$ cat src/hw/rtl/u8u16_pkg.sv
// Shared types and constants for the UTF-8 to UTF-16 byte converter.
package u8u16_pkg;

  // Default largest buffer, in source bytes, that the output byte count is sized for.
  localparam int unsigned DEFAULT_MAX_BUFFER_BYTES = 65536;

  // The output byte count saturates at twice the buffer size, or at its full range.
  function automatic logic [17:0] count_limit(input int unsigned max_bytes);
    int unsigned limit;
    limit = ((2 * max_bytes) < 32'h3FFFF) ? (2 * max_bytes) : 32'h3FFFF;
    return limit[17:0];
  endfunction

  localparam logic [17:0] COUNT_LIMIT = count_limit(DEFAULT_MAX_BUFFER_BYTES);

  // Lead byte classes, taken from the top nibble.
  localparam logic [3:0] NIB_TWO_BYTE   = 4'hC;
  localparam logic [3:0] NIB_THREE_BYTE = 4'hE;

  // Continuation bytes still expected after each lead class.
  localparam logic [1:0] REM_NONE  = 2'd0;
  localparam logic [1:0] REM_ONE   = 2'd1;
  localparam logic [1:0] REM_TWO   = 2'd2;
  localparam logic [1:0] REM_THREE = 2'd3;

  // Decoder state carried from one byte to the next.
  typedef struct packed {
    logic [1:0]  remaining;
    logic [15:0] acc;
    logic [17:0] total;
  } u8u16_state_t;

  // One result item.
  typedef struct packed {
    logic        unit_valid;
    logic [7:0]  first_byte;
    logic [7:0]  second_byte;
    logic        end_of_buffer;
    logic [17:0] byte_count;
  } u8u16_result_t;

endpackage

$ cat src/hw/rtl/u8u16_if.sv
// Valid/ready channel interfaces for the input bytes and the result items.
interface u8u16_in_if;
  logic       valid;
  logic       ready;
  logic [7:0] in_byte;
  logic       last_in_buffer;

  modport source (output valid, output in_byte, output last_in_buffer, input ready);
  modport sink   (input valid, input in_byte, input last_in_buffer, output ready);
endinterface

interface u8u16_out_if;
  logic        valid;
  logic        ready;
  logic        unit_valid;
  logic [7:0]  first_byte;
  logic [7:0]  second_byte;
  logic        end_of_buffer;
  logic [17:0] byte_count;

  modport source (output valid, output unit_valid, output first_byte, output second_byte,
                  output end_of_buffer, output byte_count, input ready);
  modport sink   (input valid, input unit_valid, input first_byte, input second_byte,
                  input end_of_buffer, input byte_count, output ready);
endinterface

$ cat src/hw/rtl/u8u16_decode.sv
// Combinational step of the decoder: one UTF-8 byte against the current state.
module u8u16_decode
  import u8u16_pkg::*;
#(
  parameter int unsigned MAX_BUFFER_BYTES = DEFAULT_MAX_BUFFER_BYTES
)
(
  input  u8u16_state_t  state,
  input  logic [7:0]    in_byte,
  input  logic          last_in_buffer,
  input  logic          big_endian,
  output u8u16_state_t  state_next,
  output u8u16_result_t result
);

  localparam logic [17:0] SAT_LIMIT = count_limit(MAX_BUFFER_BYTES);

  logic [3:0]  top;
  logic [15:0] acc_new;
  logic [1:0]  rem_new;
  logic        done;
  logic [18:0] total_sum;
  logic [17:0] total_new;

  assign top = in_byte[7:4];

  // Classify a lead byte or shift in a continuation byte.
  always_comb begin
    done    = 1'b0;
    acc_new = state.acc;
    rem_new = state.remaining;
    if (state.remaining == REM_NONE) begin
      if (!in_byte[7] || (top < NIB_TWO_BYTE)) begin
        acc_new = {9'd0, in_byte[6:0]};
        rem_new = REM_NONE;
        done    = 1'b1;
      end else if (top < NIB_THREE_BYTE) begin
        acc_new = {10'd0, in_byte[5:0]};
        rem_new = REM_ONE;
      end else if (top == NIB_THREE_BYTE) begin
        acc_new = {11'd0, in_byte[4:0]};
        rem_new = REM_TWO;
      end else begin
        acc_new = {12'd0, in_byte[3:0]};
        rem_new = REM_THREE;
      end
    end else begin
      acc_new = {state.acc[9:0], in_byte[5:0]};
      rem_new = state.remaining - 2'd1;
      done    = (state.remaining == REM_ONE);
    end
  end

  // Count two output bytes per completed unit, saturating at the limit.
  assign total_sum = {1'b0, state.total} + 19'd2;
  always_comb begin
    total_new = state.total;
    if (done) begin
      if (total_sum > {1'b0, SAT_LIMIT}) begin
        total_new = SAT_LIMIT;
      end else begin
        total_new = total_sum[17:0];
      end
    end
  end

  // Build the result item in the configured byte order.
  always_comb begin
    result.unit_valid    = done;
    result.first_byte    = 8'd0;
    result.second_byte   = 8'd0;
    result.end_of_buffer = last_in_buffer;
    result.byte_count    = total_new;
    if (done) begin
      result.first_byte  = big_endian ? acc_new[15:8] : acc_new[7:0];
      result.second_byte = big_endian ? acc_new[7:0]  : acc_new[15:8];
    end
  end

  // A completed unit clears the accumulator; the buffer end clears everything.
  always_comb begin
    state_next.remaining = rem_new;
    state_next.acc       = done ? 16'd0 : acc_new;
    state_next.total     = total_new;
    if (last_in_buffer) begin
      state_next.remaining = REM_NONE;
      state_next.acc       = 16'd0;
      state_next.total     = 18'd0;
    end
  end

endmodule

$ cat src/hw/rtl/utf8_to_utf16_bytes_core.sv
// Each accepted byte's result item is registered in the output register.
// Throughput: one byte per cycle while the input is not stalled; the decoder state updates on every transaction.
// The single output register holds a result while the sink stalls, and the input
// stalls only while that register is full and not being drained.
// Reset (rst, synchronous) clears the decoder state and count, empties the output
// register and sets big-endian output order.
module utf8_to_utf16_bytes_core
  import u8u16_pkg::*;
#(
  parameter int unsigned MAX_BUFFER_BYTES = DEFAULT_MAX_BUFFER_BYTES
)
(
  input  logic        clk,
  input  logic        rst,
  u8u16_in_if.sink    in_ch,
  u8u16_out_if.source out_ch,
  input  logic        cfg_we,
  input  logic        cfg_data
);

  localparam logic [17:0] SAT_LIMIT = count_limit(MAX_BUFFER_BYTES);

  u8u16_state_t  state;
  u8u16_state_t  state_next;
  u8u16_result_t step_result;
  u8u16_result_t result;
  logic          big_endian;
  logic          out_valid;
  logic          in_fire;

  assign in_ch.ready = !out_valid || out_ch.ready;
  assign in_fire     = in_ch.valid && in_ch.ready;

  u8u16_decode #(
    .MAX_BUFFER_BYTES (MAX_BUFFER_BYTES)
  ) u_decode (
    .state          (state),
    .in_byte        (in_ch.in_byte),
    .last_in_buffer (in_ch.last_in_buffer),
    .big_endian     (big_endian),
    .state_next     (state_next),
    .result         (step_result)
  );

  // Byte order register.
  always_ff @(posedge clk) begin
    if (rst) begin
      big_endian <= 1'b1;
    end else if (cfg_we) begin
      big_endian <= cfg_data;
    end
  end

  // Decoder state advances on each input transaction.
  always_ff @(posedge clk) begin
    if (rst) begin
      state <= '0;
    end else if (in_fire) begin
      state <= state_next;
    end
  end

  // Output register valid flag.
  always_ff @(posedge clk) begin
    if (rst) begin
      out_valid <= 1'b0;
    end else if (in_fire) begin
      out_valid <= 1'b1;
    end else if (out_ch.ready) begin
      out_valid <= 1'b0;
    end
  end

  // Output register payload.
  always_ff @(posedge clk) begin
    if (in_fire) begin
      result <= step_result;
    end
  end

  assign out_ch.valid         = out_valid;
  assign out_ch.unit_valid    = result.unit_valid;
  assign out_ch.first_byte    = result.first_byte;
  assign out_ch.second_byte   = result.second_byte;
  assign out_ch.end_of_buffer = result.end_of_buffer;
  assign out_ch.byte_count    = result.byte_count;

  // A buffer end leaves the decoder waiting for a lead byte with a zero count.
  a_buffer_end_clears: assert property (@(posedge clk) disable iff (rst)
    in_fire && in_ch.last_in_buffer |=> state == '0)
    else $error("decoder state not cleared after buffer end");

  // An item that completed no unit carries zero bytes.
  a_idle_bytes_zero: assert property (@(posedge clk) disable iff (rst)
    out_valid && !result.unit_valid |-> result.first_byte == 8'd0 && result.second_byte == 8'd0)
    else $error("output bytes set without a completed unit");

  // The running count never passes its saturation limit.
  a_count_bounded: assert property (@(posedge clk) disable iff (rst)
    state.total <= SAT_LIMIT)
    else $error("running byte total above limit");

  // A full, stalled output register blocks the input.
  a_no_overwrite: assert property (@(posedge clk) disable iff (rst)
    out_valid && !out_ch.ready |-> !in_fire)
    else $error("input accepted over an unread result");

  // The accumulator is empty whenever no sequence is open.
  a_acc_empty: assert property (@(posedge clk) disable iff (rst)
    state.remaining == REM_NONE |-> state.acc == 16'd0)
    else $error("accumulator holds bits with no open sequence");

endmodule
$ cat src/flat_wrapper.sv
// flat-port wrapper written by rule: the top's interface ports become plain ports
module utf8_to_utf16_bytes_core_flat import u8u16_pkg::*;
#(
  parameter int unsigned MAX_BUFFER_BYTES = DEFAULT_MAX_BUFFER_BYTES
)
  (clk, rst, cfg_we, cfg_data, in_ch_valid, in_ch_in_byte, in_ch_last_in_buffer, in_ch_ready, out_ch_valid, out_ch_unit_valid, out_ch_first_byte, out_ch_second_byte, out_ch_end_of_buffer, out_ch_byte_count, out_ch_ready);
  u8u16_in_if in_ch_i ();
  u8u16_out_if out_ch_i ();
  input  logic clk;
  input  logic rst;
  input  logic cfg_we;
  input  logic cfg_data;
  input wire logic [$bits(in_ch_i.valid)-1:0] in_ch_valid;
  input wire logic [$bits(in_ch_i.in_byte)-1:0] in_ch_in_byte;
  input wire logic [$bits(in_ch_i.last_in_buffer)-1:0] in_ch_last_in_buffer;
  output wire logic [$bits(in_ch_i.ready)-1:0] in_ch_ready;
  output wire logic [$bits(out_ch_i.valid)-1:0] out_ch_valid;
  output wire logic [$bits(out_ch_i.unit_valid)-1:0] out_ch_unit_valid;
  output wire logic [$bits(out_ch_i.first_byte)-1:0] out_ch_first_byte;
  output wire logic [$bits(out_ch_i.second_byte)-1:0] out_ch_second_byte;
  output wire logic [$bits(out_ch_i.end_of_buffer)-1:0] out_ch_end_of_buffer;
  output wire logic [$bits(out_ch_i.byte_count)-1:0] out_ch_byte_count;
  input wire logic [$bits(out_ch_i.ready)-1:0] out_ch_ready;
  assign in_ch_i.valid = in_ch_valid;
  assign in_ch_i.in_byte = in_ch_in_byte;
  assign in_ch_i.last_in_buffer = in_ch_last_in_buffer;
  assign in_ch_ready = in_ch_i.ready;
  assign out_ch_valid = out_ch_i.valid;
  assign out_ch_unit_valid = out_ch_i.unit_valid;
  assign out_ch_first_byte = out_ch_i.first_byte;
  assign out_ch_second_byte = out_ch_i.second_byte;
  assign out_ch_end_of_buffer = out_ch_i.end_of_buffer;
  assign out_ch_byte_count = out_ch_i.byte_count;
  assign out_ch_i.ready = out_ch_ready;
  utf8_to_utf16_bytes_core #(.MAX_BUFFER_BYTES(MAX_BUFFER_BYTES)) u_core (.clk(clk), .rst(rst), .in_ch(in_ch_i), .out_ch(out_ch_i), .cfg_we(cfg_we), .cfg_data(cfg_data));
endmodule
$ cat config.mk
export PLATFORM = sky130hd
export DESIGN_NAME = utf8_to_utf16_bytes_core_flat
export DESIGN_NICKNAME = d
export VERILOG_FILES = /design/src/hw/rtl/u8u16_pkg.sv /design/src/hw/rtl/u8u16_if.sv /design/src/hw/rtl/u8u16_decode.sv /design/src/hw/rtl/utf8_to_utf16_bytes_core.sv /design/src/flat_wrapper.sv
export SDC_FILE = /design/constraint.sdc
export NUM_CORES = 1
export LEC_CHECK = 0
export BUFFER_PORTS_ARGS = -buffer_cell sky130_fd_sc_hd__clkbuf_2
export CORE_MARGIN = 10
export CORE_UTILIZATION = 50
export CTS_CLUSTER_DIAMETER = 100
export DETAILED_ROUTE_END_ITERATION = 16
export PLACE_DENSITY = 0.79
export SLEW_MARGIN = 20
export SYNTH_ARGS = -nofsm -noshare
export SYNTH_HDL_FRONTEND = slang
export SYNTH_SLANG_ARGS = --single-unit
$ cat constraint.sdc
create_clock -name clk -period 4.32 [get_ports clk]
set_input_delay 0.648 -clock clk [delete_from_list [all_inputs] [get_ports clk]]
set_output_delay 0.648 -clock clk [all_outputs]
set_load 0.005 [all_outputs]
==> reports/qor.txt <==
Hold crit path type -> flip-flop to flip-flop
Ratio of cells with drive above 1 in the final layout -> 18.0%
Setup Crit Path Kind -> flip-flop to flip-flop
Synth Flop Type -> edfxtp_1
Die H -> 105 um
#FFs+latches synth -> 68
Clk Latency, worst-skew pair -> 0.35 ns
Final Wtd Congestion -> 0.913
Crit path time final -> 3.16 ns
GRT Residual Overflow -> 0
Final wirelength -> 8450 um
Global-route wire length before repair -> 13900 um
Rows -> 30
Arr. time, crit path -> 3.36 ns
Final #Nets -> 450
RSZ-0062 raised after global routing -> false
Worst VDD drop -> 0.225 mV
Layout area overhead -> 11.9%
H-tree Lvls -> 3
Skew final -> 0.0104 ns
Dpl hpwl -> 5850 um
Clock Sinks -> 68
Wire per inst -> 15.8 um
Setup tns final -> 0 ns
Largest net degree at the start of global routing -> 44
Part of the cycle the worst path needs -> 73.1%
Critical-path top delay cell -> o21ai_2
Residual DRC count -> 0
Initial DRC count -> 246
Cell variety after synth -> 54
Vias -> 3078
Filler cell count -> 611
Via density -> 5.75
Drt pass-1 iters -> 6
Syn nets -> 419
Worst path top cell family by delay -> compound AO/OA/AOI/OAI gates
Worst path max stage delay -> 0.75 ns
Hold Path Stages -> 2
Crit path capture type -> flip-flop
Setup crit start kind -> flip-flop
Antenna Cells -> 0
Setup Viol. Count Final -> 0
Pleak -> 0.00146 uW
I/O pin count -> 53
Max frequency -> 317 MHz
Antenna Nets Post-Route -> 0
Slew Limit Fails -> 0
CTS clk-pin slew, worst paths -> 0.07 ns
Starting Density -> 52.0%
Aggregate global-route resource usage -> 15.4%
Sequential-to-total area share from yosys stat -> 48.2%
WP buf/inv -> 0
Total CTS buffers -> 9
Crit path max fanout -> 20
Layout Cells excl Fill -> 535
Core area -> 6870 um^2
CP Depth -> 8
Cells after Synth -> 403
Vias in the first global route -> 2809
CTS max path bufs -> 2
Number of flops mapped to enable cells by yosys -> 36
Worst-case reg-to-reg path depth -> 8
Full die area -> 10900 um^2
Resize count post-CTS -> 0
Least-Margin Pin Slew -> 0.913 ns
Mean Syn Cell Area -> 8.86 um^2
Rel. slew slack -> 39.0%
CTS tree -> done
Mapped Area -> 3570 um^2
Initial antenna violation count -> 0
FFs w/ async S/R, synth -> 0%
Final hold vios -> 0
Critical-path cell list -> ha_1 -> nand3_1 -> nor4_1 -> xnor2_1 -> o2111ai_1 -> o21ai_2 -> a21oi_1 -> mux2i_1
Root buf cell -> clkbuf_8
Yosys warns -> 0
Pwr Density -> 334 nW/um^2
Buffers on Ports -> 52
WP data required -> 4.52 ns
Max cap viols -> 0
R2R Setup Slk -> 1.16 ns
Setup Buffers After CTS -> 0
Die W -> 105 um
Status -> finished clean
Placed instance count -> 519
Hold buffer count at cts -> 0
==> synthesized netlist by cell type, types with 3 or more instances <==
cell type	number	area, um^2
a21o_1	3	22.5
a21oi_1	36	180
a31oi_1	14	87.6
and2_1	3	18.8
and3_1	3	18.8
buf_1	3	11.3
buf_2	11	55.1
buf_6	4	45.0
clkbuf_1	19	71.3
dfxtp_1	32	641
edfxtp_1	36	1080
inv_1	6	22.5
mux2i_1	3	30.0
nand2_1	41	154
nand2b_1	11	68.8
nand3_1	34	170
nand3b_1	6	45.0
nand4_1	7	43.8
nor2_1	43	161
nor3_1	12	60.1
nor3b_1	4	30.0
nor4_1	6	37.5
o21ai_0	8	40.0
o21ai_1	7	35.0
o31ai_1	5	37.5
xnor2_1	7	61.3
xor2_1	5	43.8
==> flip-flops by register name, summed over array words and instances, names as in the netlist <==
register / count
u_core.big_endian: 1
u_core.out_ch.byte_count: 18
u_core.out_ch.end_of_buffer: 1
u_core.out_ch.first_byte: 8
u_core.out_ch.second_byte: 8
u_core.out_ch.unit_valid: 1
u_core.out_ch.valid: 1
u_core.state: 30
==> through the flow <==
stage / power [uW] / instance area (um^2) / setup WS (ns) / hold WS [ns] / utilization (%)
3_5_place_dp: 837 / 3810 / 1.22 / 0.447 / 55.4
6_report: 1330 / 4000 / 1.16 / 0.458 / 58.2
3_3_place_gp: 833 / 3810 / 1.32 / 0.439 / 55.4
5_1_grt: 1380 / 4000 / 0.821 / 0.497 / 58.2
2_1_floorplan: 791 / 3570 / 1.55 / 0.432 / -
4_1_cts: 1340 / 4000 / 1.19 / 0.457 / 58.2
==> power breakdown <==
part	switching [uW]	internal, uW	leakage [uW]	total [uW]
clock network	249	263	0.0000943	512
logic	65.4	37.9	0.000744	103
registers	13.5	704	0.000617	718
total	328	1010	0.00146	1330
==> worst paths after layout <==
check                                 startpoint                     endpoint
worst max-delay path             u_core.state[1]  u_core.out_ch.byte_count[4]
worst min-delay path            u_core.state[18]             u_core.state[18]
worst max register to register   u_core.state[1]  u_core.out_ch.byte_count[4]
worst min register to register  u_core.state[18]             u_core.state[18]
==> placed cells by master, fill, tap and decap left out, types with 6 or more instances in the layout <==
master,netlist,final
a21oi_1,36,36
a31oi_1,14,14
clkbuf_2,0,52
clkbuf_8,0,9
dfxtp_1,32,32
edfxtp_1,36,36
nand2_1,41,41
nand2b_1,11,11
nand3_1,34,34
nand3b_1,6,6
nand4_1,7,7
nor2_1,43,43
nor3_1,12,12
nor4_1,6,6
o21ai_0,8,8
o21ai_1,7,7
xnor2_1,7,7
==> kinds of logic (layout without fill, tap and decap cells) <==
logic type / count (synthesis) / after routing / synth area share [%]
AND/OR/NAND/NOR: 185 / 185 / 26.0
AO/OA/AOI/OAI: 90 / 90 / 15.8
flip-flops: 68 / 68 / 48.2
buffers and inverters: 44 / 80 / 5.85
XOR/XNOR: 12 / 12 / 2.94
multiplexers: 3 / 3 / 0.841
adder cells (fa/ha/maj): 1 / 1 / 0.350
==> per-layer routing <==
| layer | vias to the layer above | global-route usage, % | share of wire, % |
|---|---|---|---|
| met3 | 20 | 5.02 | 9.2 |
| met2 | 141 | 22.0 | 44 |
| li1 | 1514 | - | - |
| met5 | - | 0 | 0 |
| met4 | 0 | 7.16 | 2.5 |
| met1 | 1403 | 20.5 | 44 |
==> area by class of cell <==
cell class / instances / area [um^2] / area share [%]
clock buffers: 9 / 124 / 3.10
multi-input cells: 291 / 1640 / 41.0
clock inverters: 7 / 67.6 / 1.69
inverters: 7 / 26.3 / 0.657
repair buffers: 57 / 298 / 7.45
flip-flops and latches: 68 / 1720 / 43.1
well taps: 96 / 120 / 3.00
==> worst reg2reg max path, delay by kind of cell (launching register included) <==
kind	cells	cell delay, ns
AOI/OAI and AO/OA	3	1.24
DFF	1	0.55
and+or+nand+nor	2	0.43
adders and majority gates	1	0.40
xor gates and xnor gates	1	0.24
muxes	1	0.16
No activity file was read; power rests on OpenSTA's default activity.
